<file path="src/cnm_pkg.sv">
`default_nettype none

package cnm_pkg;

  // node status codes
  localparam logic [1:0] ST_DISABLED  = 2'd0;
  localparam logic [1:0] ST_RECOVERY  = 2'd1;
  localparam logic [1:0] ST_RECOVERED = 2'd2;
  localparam logic [1:0] ST_ONLINE    = 2'd3;

  // event kinds
  localparam logic [3:0] MODE_NBR_DISABLE        = 4'd0;
  localparam logic [3:0] MODE_NBR_RECEIVER_START = 4'd1;
  localparam logic [3:0] MODE_NBR_SENDER_RECOV   = 4'd2;
  localparam logic [3:0] MODE_NBR_SENDER_DONE    = 4'd3;
  localparam logic [3:0] MODE_NBR_CAUGHTUP       = 4'd4;
  localparam logic [3:0] MODE_SELF_DISABLE       = 4'd5;
  localparam logic [3:0] MODE_RECOVERY_FINISH    = 4'd6;
  localparam logic [3:0] MODE_RECHECK            = 4'd7;
  localparam logic [3:0] MODE_CONNECT            = 4'd8;
  localparam logic [3:0] MODE_DISCONNECT         = 4'd9;

  // configuration register indexes
  localparam logic [2:0] REG_NODE_COUNT    = 3'd0;
  localparam logic [2:0] REG_SELF_ID       = 3'd1;
  localparam logic [2:0] REG_HALF_GRANT    = 3'd2;
  localparam logic [2:0] REG_CLIQUE_MASK   = 3'd3;
  localparam logic [2:0] REG_STOPPED_MASK  = 3'd4;
  localparam logic [2:0] REG_SAVED_WINNER  = 3'd5;

  localparam int CFG_DATA_W = 16;
  localparam int CFG_IDX_W  = 3;

  typedef struct packed {
    logic [3:0] mode;
    logic [4:0] node_id;
  } cnm_event_t;

  typedef struct packed {
    logic [1:0]  status;
    logic [15:0] disabled_nodes;
    logic [31:0] recovery_count;
    logic [4:0]  resolve_node;
    logic        resolve_all;
    logic [4:0]  referee_winner;
  } cnm_result_t;

endpackage

`default_nettype wire

</file>
<file path="src/cnm_ones.sv">
`default_nettype none

// counts the set bits among the lowest 'limit' positions of a mask
module cnm_ones #(
  parameter int WIDTH = 16,
  parameter int CW    = 5
) (
  input  wire logic [WIDTH-1:0] bits,
  input  wire logic [CW-1:0]    limit,
  output logic      [CW-1:0]    count
);

  // per-position enable from the node limit, then a plain count
  always_comb begin
    count = '0;
    for (int i = 0; i < WIDTH; i++) begin
      if (i < int'(limit) && bits[i]) begin
        count = count + CW'(1);
      end
    end
  end

endmodule

`default_nettype wire

</file>
<file path="src/cluster_node_membership_fsm_core.sv">
`default_nettype none

// Quorum status machine for one node of a replicated cluster.
// Event channel: event_valid / event_stall / event_word (mode, node_id).
// Result channel: result_valid / result_stall / result_word, one result word
// per event word, in order.
// Configuration: cfg_write with cfg_index and cfg_data writes one register;
// indexes beyond the register list are ignored. Write only
// while no event is in flight.
// Path: an accepted event sits in the input register, then moves to the
// result register, from which the result word is taken.
// Throughput: one event per cycle while no result is held by result_stall;
// the whole update, population counts and status chain settle between the
// input register and the result register, and the state registers are
// written at the same edge as the result, so the next event sees them.
// Stall: while a result is held by result_stall the input register holds
// too, and event_stall is high while that input register is occupied.
// Reset (rst, synchronous): status disabled, all masks, flag, counter and
// winner cleared, configuration to its defaults, both channels empty.
module cluster_node_membership_fsm_core
  import cnm_pkg::*;
#(
  parameter int MAX_NODES = 16
) (
  input  wire logic                  clk,
  input  wire logic                  rst,
  input  wire logic                  event_valid,
  output logic                       event_stall,
  input  wire cnm_event_t            event_word,
  output logic                       result_valid,
  input  wire logic                  result_stall,
  output cnm_result_t                result_word,
  input  wire logic                  cfg_write,
  input  wire logic [CFG_IDX_W-1:0]  cfg_index,
  input  wire logic [CFG_DATA_W-1:0] cfg_data
);

  localparam int CW = $clog2(MAX_NODES + 1);
  localparam int WW = MAX_NODES + 64;

  // one-hot bit of a one-based node id, zero when the id has no bit
  function automatic logic [MAX_NODES-1:0] id_bit(input logic [4:0] id);
    logic [MAX_NODES-1:0] v;
    v = '0;
    for (int i = 0; i < MAX_NODES; i++) begin
      if (int'(id) == i + 1) begin
        v[i] = 1'b1;
      end
    end
    return v;
  endfunction

  // a 16-bit configuration mask fitted to the node width
  function automatic logic [MAX_NODES-1:0] fit_mask(input logic [15:0] m);
    logic [WW-1:0] w;
    w = WW'(m);
    return w[MAX_NODES-1:0];
  endfunction

  // configuration registers
  logic [4:0]  node_count;
  logic [4:0]  self_id;
  logic        half_grant;
  logic [15:0] clique_mask;
  logic [15:0] stopped_mask;
  logic [4:0]  saved_winner_id;

  always_ff @(posedge clk) begin
    if (rst) begin
      node_count      <= 5'd3;
      self_id         <= 5'd1;
      half_grant      <= 1'b0;
      clique_mask     <= 16'hffff;
      stopped_mask    <= 16'h0000;
      saved_winner_id <= 5'd0;
    end else if (cfg_write) begin
      unique case (cfg_index)
        REG_NODE_COUNT:    node_count      <= cfg_data[4:0];
        REG_SELF_ID:       self_id         <= cfg_data[4:0];
        REG_HALF_GRANT:    half_grant      <= cfg_data[0];
        REG_CLIQUE_MASK:   clique_mask     <= cfg_data;
        REG_STOPPED_MASK:  stopped_mask    <= cfg_data;
        REG_SAVED_WINNER:  saved_winner_id <= cfg_data[4:0];
        default: ;
      endcase
    end
  end

  // membership state
  logic [1:0]           status;
  logic [MAX_NODES-1:0] disabled_set;
  logic [MAX_NODES-1:0] unreachable_set;
  logic [MAX_NODES-1:0] receiver_set;
  logic [MAX_NODES-1:0] sender_set;
  logic                 recovered_flag;
  logic [31:0]          restart_counter;
  logic [4:0]           winner_node;

  // input register and handshake
  logic       s1_valid;
  cnm_event_t s1_word;
  logic       advance;

  assign advance     = s1_valid && !(result_valid && result_stall);
  assign event_stall = s1_valid && !advance;

  always_ff @(posedge clk) begin
    if (rst) begin
      s1_valid <= 1'b0;
    end else if (!event_stall) begin
      s1_valid <= event_valid;
    end
  end

  always_ff @(posedge clk) begin
    if (!event_stall && event_valid) begin
      s1_word <= event_word;
    end
  end

  // decoded ids and configuration views
  logic [MAX_NODES-1:0] ev_bit;
  logic [MAX_NODES-1:0] me;
  logic [MAX_NODES-1:0] clique_w;
  logic [MAX_NODES-1:0] stopped_w;
  logic [CW-1:0]        n_eff;
  logic [CW-1:0]        half;

  assign ev_bit    = id_bit(s1_word.node_id);
  assign me        = id_bit(self_id);
  assign clique_w  = fit_mask(clique_mask);
  assign stopped_w = fit_mask(stopped_mask);
  assign half      = n_eff >> 1;

  always_comb begin
    if (int'(node_count) < MAX_NODES) begin
      n_eff = CW'(node_count);
    end else begin
      n_eff = CW'(MAX_NODES);
    end
  end

  // event phase: mask, flag and counter updates ahead of the status check
  logic [MAX_NODES-1:0] ev_dis;
  logic [MAX_NODES-1:0] ev_unr;
  logic [MAX_NODES-1:0] ev_rcv;
  logic [MAX_NODES-1:0] ev_snd;
  logic                 ev_flag;
  logic                 ev_inc;
  logic [4:0]           ev_resolve;
  logic                 do_check;
  logic                 dis_hit;

  assign dis_hit = (ev_bit != '0) && ((disabled_set & ev_bit) == '0);

  always_comb begin
    ev_dis     = disabled_set;
    ev_unr     = unreachable_set;
    ev_rcv     = receiver_set;
    ev_snd     = sender_set;
    ev_flag    = recovered_flag;
    ev_inc     = 1'b0;
    ev_resolve = 5'd0;
    do_check   = 1'b0;
    unique case (s1_word.mode) inside
      MODE_NBR_DISABLE, MODE_NBR_SENDER_RECOV: begin
        if (dis_hit) begin
          ev_dis = disabled_set | ev_bit;
          if (status == ST_ONLINE) begin
            ev_resolve = s1_word.node_id;
          end
        end
        do_check = 1'b1;
      end
      MODE_NBR_RECEIVER_START: begin
        ev_rcv   = receiver_set | ev_bit;
        do_check = 1'b1;
      end
      MODE_NBR_SENDER_DONE: begin
        ev_snd   = sender_set | ev_bit;
        ev_dis   = disabled_set & ~ev_bit;
        do_check = 1'b1;
      end
      MODE_NBR_CAUGHTUP, MODE_RECHECK: begin
        do_check = 1'b1;
      end
      MODE_SELF_DISABLE: begin
        ev_dis   = disabled_set | me;
        ev_inc   = 1'b1;
        do_check = 1'b1;
      end
      MODE_RECOVERY_FINISH: begin
        ev_flag  = 1'b1;
        ev_inc   = 1'b1;
        do_check = 1'b1;
      end
      MODE_CONNECT: begin
        ev_unr   = unreachable_set & ~ev_bit;
        do_check = 1'b1;
      end
      MODE_DISCONNECT: begin
        if (ev_bit == '0) begin
          do_check = 1'b1;
        end else if ((unreachable_set & ev_bit) == '0) begin
          ev_unr = unreachable_set | ev_bit;
          if (dis_hit) begin
            ev_dis = disabled_set | ev_bit;
            if (status == ST_ONLINE) begin
              ev_resolve = s1_word.node_id;
            end
          end
          do_check = 1'b1;
        end
      end
      default: ;
    endcase
  end

  // population counts over the first n nodes
  logic [CW-1:0] pop_unr;
  logic [CW-1:0] pop_dis;
  logic [CW-1:0] pop_dis_self;
  logic [CW-1:0] pop_rcv;
  logic [CW-1:0] pop_snd;

  cnm_ones #(.WIDTH(MAX_NODES), .CW(CW)) u_ones_unr (
    .bits(ev_unr), .limit(n_eff), .count(pop_unr)
  );
  cnm_ones #(.WIDTH(MAX_NODES), .CW(CW)) u_ones_dis (
    .bits(ev_dis), .limit(n_eff), .count(pop_dis)
  );
  cnm_ones #(.WIDTH(MAX_NODES), .CW(CW)) u_ones_dis_self (
    .bits(ev_dis & ~me), .limit(n_eff), .count(pop_dis_self)
  );
  cnm_ones #(.WIDTH(MAX_NODES), .CW(CW)) u_ones_rcv (
    .bits(ev_rcv), .limit(n_eff), .count(pop_rcv)
  );
  cnm_ones #(.WIDTH(MAX_NODES), .CW(CW)) u_ones_snd (
    .bits(ev_snd), .limit(n_eff), .count(pop_snd)
  );

  logic [CW-1:0] n_conn;
  logic [CW-1:0] n_en;
  logic [CW-1:0] n_en_self;
  logic          quorum_ok;
  logic          all_synced;

  assign n_conn    = n_eff - pop_unr;
  assign n_en      = n_eff - pop_dis;
  assign n_en_self = n_eff - pop_dis_self;

  assign quorum_ok = ((n_conn >= half + CW'(1)) || ((n_conn == half) && half_grant))
                     && !(((clique_w & me) == '0) && !half_grant)
                     && ((stopped_w & me) == '0);

  assign all_synced = (pop_rcv == n_en) && (pop_snd == n_en)
                      && ({1'b0, n_en} + (CW + 1)'(1) == {1'b0, n_conn});

  // status chain: a failed quorum forces disabled, else disabled -> recovery ->
  // recovered -> online, then the enabled-quorum check of an online node
  logic [1:0]           st_next;
  logic [MAX_NODES-1:0] dis_next;
  logic [MAX_NODES-1:0] rcv_next;
  logic [MAX_NODES-1:0] snd_next;
  logic                 flag_next;
  logic                 chain_inc;
  logic                 res_all;
  logic [4:0]           winner_next;
  logic [CW-1:0]        n_en_cur;
  logic [31:0]          counter_next;

  always_comb begin
    st_next     = status;
    dis_next    = ev_dis;
    rcv_next    = ev_rcv;
    snd_next    = ev_snd;
    flag_next   = ev_flag;
    chain_inc   = 1'b0;
    res_all     = 1'b0;
    winner_next = winner_node;
    n_en_cur    = n_en;
    if (do_check) begin
      if (!quorum_ok) begin
        if (status != ST_DISABLED) begin
          flag_next = 1'b0;
          rcv_next  = '0;
          snd_next  = '0;
          chain_inc = 1'b1;
        end
        dis_next = ev_dis | me;
        st_next  = ST_DISABLED;
      end else begin
        if (st_next == ST_DISABLED) begin
          st_next = ST_RECOVERY;
        end
        if (st_next == ST_RECOVERY && ev_flag) begin
          st_next = ST_RECOVERED;
        end
        if (st_next == ST_RECOVERED && all_synced) begin
          st_next  = ST_ONLINE;
          dis_next = ev_dis & ~me;
          n_en_cur = n_en_self;
          if (!half_grant && saved_winner_id != 5'd0) begin
            res_all     = 1'b1;
            winner_next = saved_winner_id;
          end
        end
        if (st_next == ST_ONLINE &&
            !((n_en_cur >= half + CW'(1)) || ((n_en_cur == half) && half_grant))) begin
          st_next   = ST_DISABLED;
          flag_next = 1'b0;
          rcv_next  = '0;
          snd_next  = '0;
          chain_inc = 1'b1;
          dis_next  = dis_next | me;
        end
      end
    end
  end

  assign counter_next = restart_counter + 32'({1'b0, ev_inc} + {1'b0, chain_inc});

  // state update at the edge that registers the result
  always_ff @(posedge clk) begin
    if (rst) begin
      status          <= ST_DISABLED;
      disabled_set    <= '0;
      unreachable_set <= '0;
      receiver_set    <= '0;
      sender_set      <= '0;
      recovered_flag  <= 1'b0;
      restart_counter <= 32'd0;
      winner_node     <= 5'd0;
    end else if (advance) begin
      status          <= st_next;
      disabled_set    <= dis_next;
      unreachable_set <= ev_unr;
      receiver_set    <= rcv_next;
      sender_set      <= snd_next;
      recovered_flag  <= flag_next;
      restart_counter <= counter_next;
      winner_node     <= winner_next;
    end
  end

  // result register
  logic [WW-1:0] dis_wide;

  assign dis_wide = WW'(dis_next);

  always_ff @(posedge clk) begin
    if (rst) begin
      result_valid <= 1'b0;
    end else if (advance) begin
      result_valid <= 1'b1;
    end else if (!result_stall) begin
      result_valid <= 1'b0;
    end
  end

  always_ff @(posedge clk) begin
    if (advance) begin
      result_word.status         <= st_next;
      result_word.disabled_nodes <= dis_wide[15:0];
      result_word.recovery_count <= counter_next;
      result_word.resolve_node   <= ev_resolve;
      result_word.resolve_all    <= res_all;
      result_word.referee_winner <= winner_next;
    end
  end

  // checks
  a_stall_only_when_blocked: assert property (@(posedge clk) disable iff (rst)
    event_stall |-> (s1_valid && result_valid && result_stall))
    else $error("event stall without a held result");

  a_counter_step: assert property (@(posedge clk) disable iff (rst)
    advance |=> ((restart_counter - $past(restart_counter)) <= 32'd2))
    else $error("restart counter moved by more than two in one event");

  a_counter_idle: assert property (@(posedge clk) disable iff (rst)
    !advance |=> $stable(restart_counter))
    else $error("restart counter changed without an event");

  a_resolve_online: assert property (@(posedge clk) disable iff (rst)
    (advance && ev_resolve != 5'd0) |-> (status == ST_ONLINE))
    else $error("resolve node raised while not online");

endmodule

`default_nettype wire
</file>
<file path="config.mk">
export PLATFORM = sky130hd
export DESIGN_NAME = cluster_node_membership_fsm_core
export DESIGN_NICKNAME = d
export VERILOG_FILES = /design/src/cnm_pkg.sv /design/src/cnm_ones.sv /design/src/cluster_node_membership_fsm_core.sv
export SDC_FILE = /design/constraint.sdc
export NUM_CORES = 1
export LEC_CHECK = 0
export BUFFER_PORTS_ARGS = -buffer_cell sky130_fd_sc_hd__buf_4
export CAP_MARGIN = 25
export CORE_AREA = 2 2 244 222
export DETAILED_ROUTE_END_ITERATION = 16
export DIE_AREA = 0 0 246 224
export HOLD_SLACK_MARGIN = 0.03
export SLEW_MARGIN = 40
export SYNTH_ARGS = -nofsm -noshare
export SYNTH_HDL_FRONTEND = slang
export SYNTH_HIERARCHICAL = 1
export SYNTH_SLANG_ARGS = --single-unit
export TNS_END_PERCENT = 5
</file>
<file path="constraint.sdc">
create_clock -name clk -period 24.5 [get_ports clk]
set_input_delay 1.225 -clock clk [delete_from_list [all_inputs] [get_ports clk]]
set_output_delay 1.225 -clock clk [all_outputs]
set_load 0.01 [all_outputs]
</file>
==> key figures <==
Clock network
  • Clock sink count: between 200 and 250
  • Later-pin clock latency in the skew report: roughly 0.55 ns
  • Cts bufs inserted: 25
  • Post-CTS Resized: 0
  • Clock tree buffer depth: 3
  • Setup Buffers After CTS: 0
  • CTS tree: yes
  • CTS root buffer: clkbuf_16
  • Worst-path clk slew: 0.06 ns
  • CTS H-tree lvls: 1
  • Cts hold-fix bufs: 0

GRT
  • Antenna violations before repair: 1
  • Remaining Overflow, GRT: 0
  • Vias in the first global route: about 19000
  • First-pass GRT wire length: 102100 um
  • Largest net degree at the start of global routing: ~100
  • Overall routing resource usage: 22.65%

Worst hold path
  • Min-Delay Path Class: reg2reg

Critical path
  • Worst r2r src: s1_word[2]
  • Worst Setup SP: s1_word[2]
  • WS Path Type: reg2reg
  • Register-to-Register Setup Slack: 7.22 ns
  • Data required time of the critical path: 24.90 ns
  • Arr. time, crit path: 17.68 ns
  • CP peak stage delay: ~0.77 ns
  • CP endpoint kind: flip-flop
  • Slowest CP cell: edfxtp_1
  • Worst-case reg-to-reg path depth: 74
  • R2r endpoint: restart_counter[30]
  • CP endpoint: restart_counter[30]
  • CP startpoint kind: flip-flop
  • Crit-path most repeated cell: ha_1
  • CP max FO: 18

Timing
  • Setup TNS Final: 0 ns
  • Finish-stage setup viols: 0
  • RSZ-0062 raised after global routing: no
  • Max Clock Freq: 57.86 MHz
  • Max-slew headroom: a little over two fifths
  • Fin. Hold Viols: 0
  • Max Clock Skew: around 0.019 ns
  • Least-Margin Pin Slew: between 0.8 and 0.9 ns
  • Final Max Slew Viols: 0
  • Hold slack: approximately 0.45 ns
  • Final Cycle Share: 70.55%
  • Min cycle time layout: roughly 17 ns

Final layout
  • Filler instances: slightly above 5000
  • Fin cells: between 3000 and 4000
  • Fraction of layout instances using a drive strength above 1: 12.35%
  • Post-layout nets: around 2800
  • ANT cells: 0
  • Area grow syn2layout: 9.861%
  • Core Util, Final: roughly 46%
  • Final Cell Area: roughly 24000 sq um

Floorplanning
  • Core Box Area: roughly 53000 sq um
  • Die Area: approximately 55000 sq um
  • FP Rows: 80
  • Ports: 96
  • Chip Width: roughly 250 um
  • Starting Density: about two fifths
  • Die Ht: around 220 um

Power and ir drop
  • Leak Pwr: between 9 and 10 nW
  • Worst VDD drop: about 0.000046 V
  • PD cells: 41.84 nW/um^2

Logic synthesis
  • Post-synth top flop: dfxtp_1
  • Share of the synthesized area in the top cell type: between 10 and 15%
  • Post-synth top area cell: dfxtp_1
  • Syn_area_per_cell: between 8 and 9 sq um
  • Area of the mapped netlist: between 20000 and 25000 sq um
  • Cells after Synth: approximately 2700
  • #FFs+latches synth: about 220
  • FFs w/ async S/R, synth: 0%
  • YS warnings: 6
  • Area contributors post-synth: dfxtp_1, edfxtp_1, xnor2_1, ha_1, a21oi_1
  • Unique masters post-synth: 101
  • Most frequent cell after synthesis: a21oi_1
  • EDFF count, synth: 70
  • Sequential share of the synthesized area: between 20% and 30%
  • Commonest cells in the netlist: a21oi_1, nand2_1, nor2_1, xnor2_1, dfxtp_1

Run
  • Max Cap Violations: 0

Placed design
  • Dpl hpwl: about 47000 um
  • Total placed instance area: 23250 sq um
  • Routability cong.: 0.9280
  • Input/output buffers: 95
  • Placed cell count: around 3400

Route
  • 1st-pass router iterations: 7
  • Iter 0 DRT Violations: ~1400
  • Routed vias: about 20000
  • Final WL: about 64000 um
  • Routed vias/inst: slightly below 6
  • WL/cell: around 19 um
  • Drt drc: 0
  • Antenna viol nets, final: 0

Outcome
  • Status: finished clean
## per-layer routing
metal  GRT usage (%)  up-vias  part of all wire [%]
li1                -     9669                     -
met1           32.03     9578                    47
met2           36.71      512                    46
met3           2.504       87                   5.1
met4           5.474        0                   2.4
met5               0        -                     0
## worst min path at each step
| stage | slack, ns | start | cells past startpoint | end |
|---|---|---|---|---|
| after floorplan | 0.43 | stopped_mask[11] | 2 | stopped_mask[11] |
| after global placement | 0.44 | stopped_mask[4] | 2 | stopped_mask[4] |
| after detailed placement | 0.45 | stopped_mask[1] | 2 | stopped_mask[1] |
| after CTS | 0.45 | stopped_mask[1] | 2 | stopped_mask[1] |
| after global routing | 0.49 | stopped_mask[8] | 2 | stopped_mask[8] |
| final | 0.45 | stopped_mask[1] | 2 | stopped_mask[1] |
## sequential cells by signal, indices dropped and copies added, names as in the netlist
name and cells:
saved_winner_id 5, recovered_flag 1, disabled_set 16, s1_word 9, result_word 61, stopped_mask 16
receiver_set 16, unreachable_set 16, winner_node 5, self_id 5, restart_counter 32, clique_mask 16
s1_valid 1, result_valid 1, node_count 5, status 2, sender_set 16, half_grant 1
## placed cells by master, fill, tap and decap left out, types with 76 or more instances in the layout
master and n:
a21oi_1 260, nand2_1 257, xnor2_1 197, nor2_1 193, dfxtp_1 153, buf_4 130, o21ai_0 115, xor2_1 111
ha_1 107, nand3_1 76
## stage by stage
step | setup slack (ns) | total power, W
2_1_floorplan | 9.567 | 0.0005840
3_3_place_gp | 7.675 | 0.0006421
3_5_place_dp | 7.493 | 0.0006470
4_1_cts | 7.386 | 0.001010
5_1_grt | 5.535 | 0.001052
6_report | 7.215 | 0.001006
## critical path, delay by kind of cell, from the launching register on
kind,cells,cell delay [ns]
AOI/OAI and AO/OA,25,5.72
and+or+nand+nor,21,3.56
adders and majority gates,10,3.00
xor gates and xnor gates,10,2.35
muxes,5,1.26
DFF,1,0.77
buffers and inverters,3,0.43
## cells by family after synthesis
logic type / share of synthesized area [%]
other: 0.01713
buffers and inverters: 4.076
and+or+nand+nor: 22.07
AOI/OAI and AO/OA: 22.07
muxes: 4.110
DFF: 23.69
xor gates and xnor gates: 17.44
adders and majority gates: 6.528
## final cells by class
| cell class | count | area (sq um) | area share [%] |
|---|---|---|---|
| Tap cell | 697 | 872.1 | 3.627 |
| Sequential cell | 224 | 5189 | 21.58 |
| Clock inverter | 13 | 73.82 | 0.3070 |
| Inverter | 78 | 307.8 | 1.280 |
| Multi-Input combinational cell | 2225 | 15910 | 66.16 |
| Clock buffer | 33 | 695.7 | 2.893 |
| Timing Repair Buffer | 132 | 998.5 | 4.152 |
## report_power, final
group	switching [W]	internal, W	total (W)
registers	0.0000113	0.000394	0.000405
logic	0.000145	0.0000941	0.000239
clock network	0.000162	0.000200	0.000362
(Power assumes the default switching activity.)
